$ cat src/sdrv_pkg.sv
// ----------------------------------------------------------------------------
// sdrv_pkg
// Shared types and constants for the proportional steering drive unit.
// ----------------------------------------------------------------------------
package sdrv_pkg;

  // Configuration register indexes
  typedef enum logic [2:0] {
    REG_PROP_GAIN   = 3'd0,
    REG_MIN_DUTY    = 3'd1,
    REG_LOW_DUTY    = 3'd2,
    REG_HIGH_DUTY   = 3'd3,
    REG_INVERT_DIR  = 3'd4,
    REG_TIMEOUT_MS  = 3'd5,
    REG_WORK_MODE   = 3'd6,
    REG_STEER_MODE  = 3'd7
  } reg_idx_t;

  // Steer switch modes (code 3 unused: flag holds)
  localparam logic [1:0] STEER_NONE   = 2'd0;
  localparam logic [1:0] STEER_BUTTON = 2'd1;
  localparam logic [1:0] STEER_SWITCH = 2'd2;

  localparam int CFG_DATA_W = 16;

  // floor(x/100) = (x * RECIP100) >> 31, exact for x < 2^24
  localparam int             Q_LSB    = 31;
  localparam logic [32:0]    RECIP100 = 33'd21474837;
  // floor(x/500) = (x * RECIP500) >> 26, exact for x < 2^17
  localparam int             RAMP_LSB = 26;
  localparam int             RECIP500 = 134218;
  localparam int             RAMP_CD  = 500;

  localparam logic [31:0] LOCKOUT_MS = 32'd50;

  localparam logic [7:0]  HIGH_DUTY_RST = 8'd255;
  localparam logic [15:0] TIMEOUT_RST   = 16'd1000;
  localparam logic [25:0] RAMP_K_RST    = 26'(255 * RECIP500);

  // Configuration as seen by the datapath, with pre-scaled gains
  typedef struct packed {
    logic [32:0] gain_scaled;   // prop_gain * RECIP100
    logic [7:0]  min_duty;
    logic [7:0]  low_duty;
    logic [7:0]  high_duty;
    logic [25:0] ramp_k;        // |high - low| * RECIP500
    logic        ramp_neg;      // high < low
    logic        invert_dir;
    logic [15:0] timeout_ms;
    logic        work_mode;
    logic [1:0]  steer_mode;
  } cfg_t;

  // Status from the guidance / switch state
  typedef struct packed {
    logic        guidance;
    logic        work_bit;
    logic        steer_bit;
  } status_t;

endpackage

$ cat src/sdrv_cfg.sv
// ----------------------------------------------------------------------------
// sdrv_cfg
// Configuration register file; keeps reciprocal-scaled gains alongside.
// ----------------------------------------------------------------------------
module sdrv_cfg (
  input  logic                               clk,
  input  logic                               rst_n,
  input  logic                               wr_en,
  input  logic [2:0]                         wr_index,
  input  logic [sdrv_pkg::CFG_DATA_W-1:0]    wr_data,
  output sdrv_pkg::cfg_t                     cfg
);
  import sdrv_pkg::*;

  cfg_t        cfg_r;
  logic [7:0]  low_new;
  logic [7:0]  high_new;
  logic        neg_new;
  logic [7:0]  span;
  reg_idx_t    idx;

  assign idx      = reg_idx_t'(wr_index);
  assign low_new  = (idx == REG_LOW_DUTY)  ? wr_data[7:0] : cfg_r.low_duty;
  assign high_new = (idx == REG_HIGH_DUTY) ? wr_data[7:0] : cfg_r.high_duty;
  assign neg_new  = high_new < low_new;
  assign span     = neg_new ? (low_new - high_new) : (high_new - low_new);

  always_ff @(posedge clk) begin
    if (!rst_n) begin
      cfg_r.gain_scaled <= '0;
      cfg_r.min_duty    <= '0;
      cfg_r.low_duty    <= '0;
      cfg_r.high_duty   <= HIGH_DUTY_RST;
      cfg_r.ramp_k      <= RAMP_K_RST;
      cfg_r.ramp_neg    <= 1'b0;
      cfg_r.invert_dir  <= 1'b0;
      cfg_r.timeout_ms  <= TIMEOUT_RST;
      cfg_r.work_mode   <= 1'b0;
      cfg_r.steer_mode  <= STEER_NONE;
    end else if (wr_en) begin
      unique case (idx)
        REG_PROP_GAIN:  cfg_r.gain_scaled <= 33'(wr_data[7:0]) * RECIP100;
        REG_MIN_DUTY:   cfg_r.min_duty    <= wr_data[7:0];
        REG_LOW_DUTY, REG_HIGH_DUTY: begin
          cfg_r.low_duty  <= low_new;
          cfg_r.high_duty <= high_new;
          cfg_r.ramp_neg  <= neg_new;
          cfg_r.ramp_k    <= 26'(span) * 26'(RECIP500);
        end
        REG_INVERT_DIR: cfg_r.invert_dir  <= wr_data[0];
        REG_TIMEOUT_MS: cfg_r.timeout_ms  <= wr_data[15:0];
        REG_WORK_MODE:  cfg_r.work_mode   <= wr_data[0];
        REG_STEER_MODE: cfg_r.steer_mode  <= wr_data[1:0];
        default: ;
      endcase
    end
  end

  assign cfg = cfg_r;

endmodule

$ cat src/sdrv_state.sv
// ----------------------------------------------------------------------------
// sdrv_state
// Held guidance message with timeout, work bit and steer switch bit.
// ----------------------------------------------------------------------------
module sdrv_state (
  input  logic                clk,
  input  logic                rst_n,
  input  logic                advance,
  input  sdrv_pkg::cfg_t      cfg,
  input  logic [31:0]         now_ms,
  input  logic                new_data,
  input  logic                data_guidance,
  input  logic signed [15:0]  data_setpoint_cd,
  input  logic [31:0]         data_stamp_ms,
  input  logic                work_pin,
  input  logic                steer_pin,
  output logic signed [15:0]  setpoint_cd,
  output sdrv_pkg::status_t   status
);
  import sdrv_pkg::*;

  logic signed [15:0] held_setpoint_r;
  logic               held_guidance_r;
  logic [31:0]        held_stamp_r;
  logic [31:0]        last_toggle_r, last_toggle_nxt;
  logic               prev_pressed_r, prev_pressed_nxt;
  logic               work_r, work_nxt;
  logic               steer_r, steer_nxt;

  logic               guid_raw;
  logic [31:0]        stamp;
  logic [31:0]        age;
  logic               guid_nxt;
  logic               pressed;
  logic [31:0]        since_toggle;

  // A fresh message replaces the held one before the age check
  assign guid_raw    = new_data ? data_guidance    : held_guidance_r;
  assign stamp       = new_data ? data_stamp_ms    : held_stamp_r;
  assign setpoint_cd = new_data ? data_setpoint_cd : held_setpoint_r;
  assign age         = now_ms - stamp;
  assign guid_nxt    = guid_raw && !(age > 32'(cfg.timeout_ms));

  assign work_nxt     = cfg.work_mode ? work_pin : work_r;
  assign pressed      = !steer_pin;
  assign since_toggle = now_ms - last_toggle_r;

  always_comb begin
    steer_nxt        = steer_r;
    last_toggle_nxt  = last_toggle_r;
    prev_pressed_nxt = prev_pressed_r;
    case (cfg.steer_mode)
      STEER_BUTTON: begin
        if (pressed && !prev_pressed_r && (since_toggle > LOCKOUT_MS)) begin
          steer_nxt       = !steer_r;
          last_toggle_nxt = now_ms;
        end
        prev_pressed_nxt = pressed;
      end
      STEER_SWITCH: begin
        if (steer_pin != steer_r) begin
          steer_nxt       = steer_pin;
          last_toggle_nxt = now_ms;
        end
      end
      default: ;
    endcase
  end

  always_ff @(posedge clk) begin
    if (!rst_n) begin
      held_setpoint_r <= '0;
      held_guidance_r <= 1'b0;
      held_stamp_r    <= '0;
      last_toggle_r   <= '0;
      prev_pressed_r  <= 1'b0;
      work_r          <= 1'b0;
      steer_r         <= 1'b1;
    end else if (advance) begin
      held_setpoint_r <= setpoint_cd;
      held_guidance_r <= guid_nxt;
      held_stamp_r    <= stamp;
      last_toggle_r   <= last_toggle_nxt;
      prev_pressed_r  <= prev_pressed_nxt;
      work_r          <= work_nxt;
      steer_r         <= steer_nxt;
    end
  end

  assign status.guidance  = guid_nxt;
  assign status.work_bit  = work_nxt;
  assign status.steer_bit = steer_nxt;

endmodule

$ cat src/sdrv_duty.sv
// ----------------------------------------------------------------------------
// sdrv_duty
// P term, duty ramp limit and direction from setpoint and wheel angle.
// ----------------------------------------------------------------------------
module sdrv_duty (
  input  sdrv_pkg::cfg_t      cfg,
  input  logic signed [15:0]  setpoint_cd,
  input  logic signed [15:0]  actual_cd,
  output logic [7:0]          duty,
  output logic                dir
);
  import sdrv_pkg::*;

  logic signed [16:0] err;
  logic               err_neg;
  logic [16:0]        err_abs17;
  logic [15:0]        aerr;
  logic [48:0]        p_prod;
  logic [17:0]        q;
  logic [17:0]        sat_max;
  logic [15:0]        p_mag;
  logic [16:0]        mag;
  logic               in_ramp;
  logic [8:0]         ramp_t;
  logic [34:0]        ramp_prod;
  logic [7:0]         ramp_frac;
  logic [7:0]         ramp_base;
  logic [7:0]         limit;

  assign err       = 17'(setpoint_cd) - 17'(actual_cd);
  assign err_neg   = err[16];
  assign err_abs17 = err_neg ? 17'(-err) : 17'(err);
  assign aerr      = err_abs17[15:0];

  // |err| * gain / 100, truncated, by reciprocal multiply
  assign p_prod  = 49'(aerr) * 49'(cfg.gain_scaled);
  assign q       = p_prod[Q_LSB +: 18];
  assign sat_max = err_neg ? 18'd32768 : 18'd32767;
  assign p_mag   = (q > sat_max) ? sat_max[15:0] : q[15:0];
  assign mag     = 17'(p_mag) + 17'(cfg.min_duty);

  // P > 1 only for positive error with a quotient of two or more
  assign dir = (!err_neg && (q >= 18'd2)) ^ cfg.invert_dir;

  // Ramp limit; a falling ramp is measured back from the high end so the
  // floor stays on a non-negative product
  assign in_ramp   = aerr < 16'(RAMP_CD);
  assign ramp_t    = cfg.ramp_neg ? (9'(RAMP_CD) - aerr[8:0]) : aerr[8:0];
  assign ramp_prod = 35'(ramp_t) * 35'(cfg.ramp_k);
  assign ramp_frac = ramp_prod[RAMP_LSB +: 8];
  assign ramp_base = cfg.ramp_neg ? cfg.high_duty : cfg.low_duty;
  assign limit     = in_ramp ? (ramp_base + ramp_frac) : cfg.high_duty;

  assign duty = (mag > 17'(limit)) ? limit : mag[7:0];

endmodule

$ cat src/steer_motor_p_drive_unit.sv
// ----------------------------------------------------------------------------
// steer_motor_p_drive_unit
// Proportional steering drive: one control tick in, one bridge command out.
// ----------------------------------------------------------------------------
//
//   Channel | Direction | Handshake          | Carries
//   --------+-----------+--------------------+--------------------------------
//   in_     | into unit | in_valid/in_ready  | tick time, guidance msg, angle,
//           |           |                    | work and steer pin levels
//   out_    | from unit | out_valid/out_ready| duty, enable, dir A/B, switch
//           |           |                    | bits, angle echo
//   cfg_    | into unit | cfg_valid/cfg_ready| register index and write data
//
// A tick transfer lands in the input register; from there it passes
// through the duty and switch logic into the result register once that
// register is free or being emptied, and the result is offered from the
// result register. One tick per cycle is sustained while out_ready stays
// high; the cycle is set by the P-term multiply and duty clamp path.
// Synchronous active-low reset restores the register defaults and clears
// the held guidance. With out_ready low the result register holds and one
// more tick waits in the input register before in_ready drops.
// cfg_ready is always high; writes take effect at the next edge.
//
module steer_motor_p_drive_unit (
  input  logic                                 clk,
  input  logic                                 rst_n,
  // tick input
  input  logic                                 in_valid,
  output logic                                 in_ready,
  input  logic [31:0]                          in_now_ms,
  input  logic                                 in_new_data,
  input  logic                                 in_data_guidance,
  input  logic signed [15:0]                   in_data_setpoint_cd,
  input  logic [31:0]                          in_data_stamp_ms,
  input  logic signed [15:0]                   in_actual_angle_cd,
  input  logic                                 in_work_pin,
  input  logic                                 in_steer_pin,
  // result output
  output logic                                 out_valid,
  input  logic                                 out_ready,
  output logic [7:0]                           out_pwm_duty,
  output logic                                 out_drive_enable,
  output logic                                 out_dir_a,
  output logic                                 out_dir_b,
  output logic                                 out_work_bit,
  output logic                                 out_steer_bit,
  output logic signed [15:0]                   out_angle_echo_cd,
  // configuration writes
  input  logic                                 cfg_valid,
  output logic                                 cfg_ready,
  input  logic [2:0]                           cfg_index,
  input  logic [sdrv_pkg::CFG_DATA_W-1:0]      cfg_data
);
  import sdrv_pkg::*;

  cfg_t               cfg;
  status_t            status;

  // input register
  logic               in_valid_r;
  logic [31:0]        now_ms_r;
  logic               new_data_r;
  logic               data_guidance_r;
  logic signed [15:0] data_setpoint_r;
  logic [31:0]        data_stamp_r;
  logic signed [15:0] actual_r;
  logic               work_pin_r;
  logic               steer_pin_r;

  // result register
  logic               out_valid_r;
  logic [7:0]         pwm_duty_r;
  logic               drive_enable_r;
  logic               dir_a_r;
  logic               dir_b_r;
  logic               work_bit_r;
  logic               steer_bit_r;
  logic signed [15:0] angle_echo_r;

  logic               in_xfer;
  logic               advance;
  logic signed [15:0] setpoint_cd;
  logic [7:0]         duty;
  logic               dir;

  assign cfg_ready = 1'b1;

  // Tick moves to the result register whenever that register is free
  // or being emptied in the same cycle
  assign advance  = in_valid_r && (!out_valid_r || out_ready);
  assign in_ready = !in_valid_r || advance;
  assign in_xfer  = in_valid && in_ready;

  sdrv_cfg u_cfg (
    .clk      (clk),
    .rst_n    (rst_n),
    .wr_en    (cfg_valid && cfg_ready),
    .wr_index (cfg_index),
    .wr_data  (cfg_data),
    .cfg      (cfg)
  );

  sdrv_state u_state (
    .clk              (clk),
    .rst_n            (rst_n),
    .advance          (advance),
    .cfg              (cfg),
    .now_ms           (now_ms_r),
    .new_data         (new_data_r),
    .data_guidance    (data_guidance_r),
    .data_setpoint_cd (data_setpoint_r),
    .data_stamp_ms    (data_stamp_r),
    .work_pin         (work_pin_r),
    .steer_pin        (steer_pin_r),
    .setpoint_cd      (setpoint_cd),
    .status           (status)
  );

  sdrv_duty u_duty (
    .cfg         (cfg),
    .setpoint_cd (setpoint_cd),
    .actual_cd   (actual_r),
    .duty        (duty),
    .dir         (dir)
  );

  // handshake control
  always_ff @(posedge clk) begin
    if (!rst_n) begin
      in_valid_r  <= 1'b0;
      out_valid_r <= 1'b0;
    end else begin
      if (in_xfer) begin
        in_valid_r <= 1'b1;
      end else if (advance) begin
        in_valid_r <= 1'b0;
      end
      if (advance) begin
        out_valid_r <= 1'b1;
      end else if (out_ready) begin
        out_valid_r <= 1'b0;
      end
    end
  end

  // payload registers
  always_ff @(posedge clk) begin
    if (in_xfer) begin
      now_ms_r        <= in_now_ms;
      new_data_r      <= in_new_data;
      data_guidance_r <= in_data_guidance;
      data_setpoint_r <= in_data_setpoint_cd;
      data_stamp_r    <= in_data_stamp_ms;
      actual_r        <= in_actual_angle_cd;
      work_pin_r      <= in_work_pin;
      steer_pin_r     <= in_steer_pin;
    end
    if (advance) begin
      // bridge fully off without guidance
      pwm_duty_r     <= status.guidance ? duty : 8'd0;
      drive_enable_r <= status.guidance;
      dir_a_r        <= status.guidance && dir;
      dir_b_r        <= status.guidance && !dir;
      work_bit_r     <= status.work_bit;
      steer_bit_r    <= status.steer_bit;
      angle_echo_r   <= actual_r;
    end
  end

  assign out_valid         = out_valid_r;
  assign out_pwm_duty      = pwm_duty_r;
  assign out_drive_enable  = drive_enable_r;
  assign out_dir_a         = dir_a_r;
  assign out_dir_b         = dir_b_r;
  assign out_work_bit      = work_bit_r;
  assign out_steer_bit     = steer_bit_r;
  assign out_angle_echo_cd = angle_echo_r;

endmodule

$ cat config.mk
export PLATFORM = sky130hd
export DESIGN_NAME = steer_motor_p_drive_unit
export DESIGN_NICKNAME = d
export VERILOG_FILES = /design/src/sdrv_pkg.sv /design/src/sdrv_cfg.sv /design/src/sdrv_state.sv /design/src/sdrv_duty.sv /design/src/steer_motor_p_drive_unit.sv
export SDC_FILE = /design/constraint.sdc
export NUM_CORES = 2
export LEC_CHECK = 0
export ABC_AREA = 1
export BUFFER_PORTS_ARGS = -buffer_cell sky130_fd_sc_hd__buf_2
export CAP_MARGIN = 10
export CORE_ASPECT_RATIO = 0.5
export CORE_UTILIZATION = 38
export CTS_BUF_LIST = sky130_fd_sc_hd__clkbuf_8
export CTS_CLUSTER_DIAMETER = 30
export DETAILED_ROUTE_END_ITERATION = 12
export PLACE_DENSITY = 0.6
export SETUP_SLACK_MARGIN = 0.15
export SLEW_MARGIN = 20
export SYNTH_ARGS = -nofsm -noshare
export SYNTH_HDL_FRONTEND = slang
export SYNTH_SLANG_ARGS = --single-unit
$ cat constraint.sdc
create_clock -name clk -period 17.8 [get_ports clk]
set_input_delay 0.89 -clock clk [delete_from_list [all_inputs] [get_ports clk]]
set_output_delay 0.89 -clock clk [all_outputs]
set_load 0.05 [all_outputs]
==> results.md <==
- Result of the run: finished, final reports clean
- Vias: approximately 37,000
- Non-filler cells, final: 7,477
- Portion of synthesized cell area occupied by the leading cell type: 28.3%
- Clock Path Buffers: 3
- Share of the clock period used by the worst path after layout: between 80% and 90%
- Post-synthesis cell type count: slightly below 70
- Number of placed cells counting well taps: 7,339
- Most used standard cell by instance count after synthesis: sky130_fd_sc_hd__inv_1
- Post-Synthesis Net Count: 6,974
- Top cell type by total area after synthesis: sky130_fd_sc_hd__fa_1
- Vias in the first global route: between 30,000 and 40,000
- Power density normalized to cell area: roughly 170 nW/µm²
- Worst path required time: 18.22 ns
- Part of the total power dissipated in combinational logic: a little under 80%
- Setup TNS after final layout: 0 ns
- RSZ-0062 raised after global routing: no
- Initial antenna violation count: 9
- Sequential group share of total power: between 9 and 10%
- Gate count of the mapped netlist: roughly 5,700
- Final max-slew violation count: 0
- Final number of hold-violating endpoints: 0
- Number of DRC markers in iteration 0: ~2,500
- Number of buffers added to fix hold violations after cts: 0
- Share of cells above drive strength 1: approximately 6.6%
- Sequential fraction of the synthesis area: 16.8%
- Static Leakage: ~0.025 µW
- Clock period minus final worst setup slack: 15.35 ns
- Maximum clock frequency: 0.0651 GHz
- Internal Dissipation: 3910 µW
- Clock Latency Late Sink: about 0.67 ns
- Combined area of all synthesized cells: roughly 46,000 µm²
- CTS-repair resized insts: 0
- Flip-flop and latch count after synthesis: around 320
- Mean Syn Cell Area: 7.96 µm²
- Postcts setup bufs: 0
- Total clock sinks: 318
- Initial DRT Pass Iterations: 5
- Data arrival time at the worst-slack endpoint: 15.78 ns
- Final setup skew: 0.0308 ns
- Sw Ratio: 54.8%
- Maximum fanout encountered on the critical timing path: 39
- Detailed Route WL: around 130,000 µm
- Share of power burned in the clock network: 11.5%
- Leading cell types by total area after synthesis: sky130_fd_sc_hd__fa_1 (28%), sky130_fd_sc_hd__ha_1 (13%), sky130_fd_sc_hd__inv_1 (10%)
- Element type at the critical path end: flip-flop
- Master cell of the clock root buffer: sky130_fd_sc_hd__clkbuf_8
- Most used DFF post-synth: sky130_fd_sc_hd__dfxtp_1
- DRT antenna net count: 0
- Net load switching power: 4730 µW
- Via density per instance: 5.00
- H-tree depth reported by CTS: 3
- Starting utilization of the core area: roughly two fifths
- Grt total ovfl: 0
- Post-route worst hold slack: approximately 0.4 ns
- Top post-synthesis cells by count: sky130_fd_sc_hd__inv_1 (1,256), sky130_fd_sc_hd__nand2_1 (1,091), sky130_fd_sc_hd__fa_1 (645)
- EDFF count, synth: ~130
- Peak per-stage delay on the critical path: 0.96 ns
- Overall power consumption: roughly 8600 µW
- Clock transition time at the flip-flop clock pins of the worst setup and hold paths: 0.06 ns
- Die Outline Area: approximately 120,000 µm²
- Peak supply drop: 0.500 mV
- DIE HEIGHT: approximately 250 µm
- Setup violation total in the final timing report: 0
- Async S/R FF share, synth: 0%
- Wirelength per Cell: 17.3 µm
- Final nets: 7,054
- Max-Cap Viols: 0
- Global Route Usage Sum: 21.5%
- Startpoint Class: flip-flop
- Finished Core Util: 42.0%
- CTS tree: yes
- Largest net degree at the start of global routing: 97
- Worst Path Class, Setup: flip-flop to flip-flop
- Row count: 89
- Detailed-placement wirelength estimate: 102,000 µm
- Core ar.: 119,000 µm²
- Clock buffer count from CTS: 73
- Crit path top cell by count: sky130_fd_sc_hd__a21oi_1
- Placer congestion estimate: ~0.97
- Die width: 492 µm
- Top-level port count: 156
- Slowest CP cell: sky130_fd_sc_hd__inv_1
- Warnings, synthesis: 0
- Rel. slew slack: 24.7%
- Min-delay worst type: input pin to flip-flop
- Wire length of the first global-routing pass: 206,000 µm
- Buffers on Ports: 154
- Relative area change from synthesis to final layout: 8.93%
- Transition time of the tightest slew-check pin: roughly 1.1 ns
- DRC viols: 0
-- power by group through the flow --
stage / Clock [µW] / Sequential (µW) / Combinational [µW]
2_1_floorplan: 0 / 847 / 5000
3_3_place_gp: 0 / 868 / 6760
3_5_place_dp: 0 / 868 / 6770
4_1_cts: 1020 / 853 / 6830
5_1_grt: 1050 / 859 / 7770
6_report: 993 / 854 / 6790
-- placed cells by master, fill, tap and decap left out, types with 19 or more instances in the layout --
cell / n
sky130_fd_sc_hd__buf_4: 35
sky130_fd_sc_hd__clkbuf_8: 81
sky130_fd_sc_hd__ha_1: 463
sky130_fd_sc_hd__a21oi_1: 391
sky130_fd_sc_hd__buf_2: 153
sky130_fd_sc_hd__a31oi_1: 25
sky130_fd_sc_hd__o21a_1: 19
sky130_fd_sc_hd__nand2_1: 1090
sky130_fd_sc_hd__edfxtp_1: 129
sky130_fd_sc_hd__xor2_1: 98
sky130_fd_sc_hd__dfxtp_1: 189
sky130_fd_sc_hd__nand4_1: 39
sky130_fd_sc_hd__nor2_1: 462
sky130_fd_sc_hd__inv_1: 1257
sky130_fd_sc_hd__mux2i_1: 32
sky130_fd_sc_hd__nand3_1: 95
sky130_fd_sc_hd__xnor2_1: 44
sky130_fd_sc_hd__o21ai_0: 298
sky130_fd_sc_hd__a211oi_1: 39
sky130_fd_sc_hd__nor3_1: 36
sky130_fd_sc_hd__fa_1: 645
-- critical path: cells and delay by family (launching register included) --
family / cells / cell delay, ns
compound gates: 21 / 4.03
flops: 1 / 0.35
fa+ha+maj: 12 / 5.03
simple gates: 18 / 2.33
xor+xnor: 2 / 0.62
buf+inv: 13 / 2.68
-- flip-flops by register name, summed over array words and instances (netlist names), 8 cells and up --
signal and flops:
out_pwm_duty 8, u_state.held_stamp_r 32, data_setpoint_r 16, u_cfg.cfg 103, u_state.last_toggle_r 32, actual_r 16
u_state.held_setpoint_r 16, out_angle_echo_cd 16, data_stamp_r 32, now_ms_r 32
-- final timing paths --
path | startpoint | endpoint | slack (ns) | cells past startpoint
worst max-delay path | new_data_r | out_pwm_duty[3] | 2.45 | 66
worst min-delay path | in_actual_angle_cd[5] | actual_r[5] | 0.39 | 1
worst max register to register | new_data_r | out_pwm_duty[3] | 2.45 | 66
worst min register to register | u_state.held_stamp_r[0] | u_state.held_stamp_r[0] | 0.45 | 2
-- metrics by stage --
step	setup WS, ns	instance area (µm²)
finish	2.45	49800
global route	1.45	49800
CTS	2.65	49800
detailed placement	2.71	48000
global placement	2.91	48000
floorplan	4.46	45700
-- layout make-up --
type	count	area, µm²
Fill cell	12200	68800
Clock inverter	52	621
Antenna cell	5	12.5
Inverter	1271	4780
Clock buffer	81	1110
Timing Repair Buffer	189	1040
Sequential cell	318	7660
Multi-Input combinational cell	3969	32600
Tap cell	1592	1990
-- per-layer routing --
metal  routed length (µm)  up-vias  track usage [%]  part of all wire, %
li1                     -    18000                -                    -
met3                 8000      155             3.02                  6.2
met5                    0        -                0                    0
met2                59200     1061             35.7                   46
met4                 2440        0             5.21                  1.9
met1                59500    18200             29.4                   46
-- logic make-up (layout without fill, tap and decap cells) --
kind of cell / Yosys count / count (layout) / synth area share [%]
AND/OR/NAND/NOR: 1810 / 1810 / 16.2
buffers and inverters: 1455 / 1593 / 12.1
adder cells (fa/ha/maj): 1108 / 1108 / 40.9
AO/OA/AOI/OAI: 872 / 872 / 10.5
flip-flops: 318 / 318 / 16.8
XOR/XNOR: 145 / 145 / 2.80
multiplexers: 33 / 33 / 0.725
other: 1 / 6 / 0.00820
(Power assumes the default switching activity.)
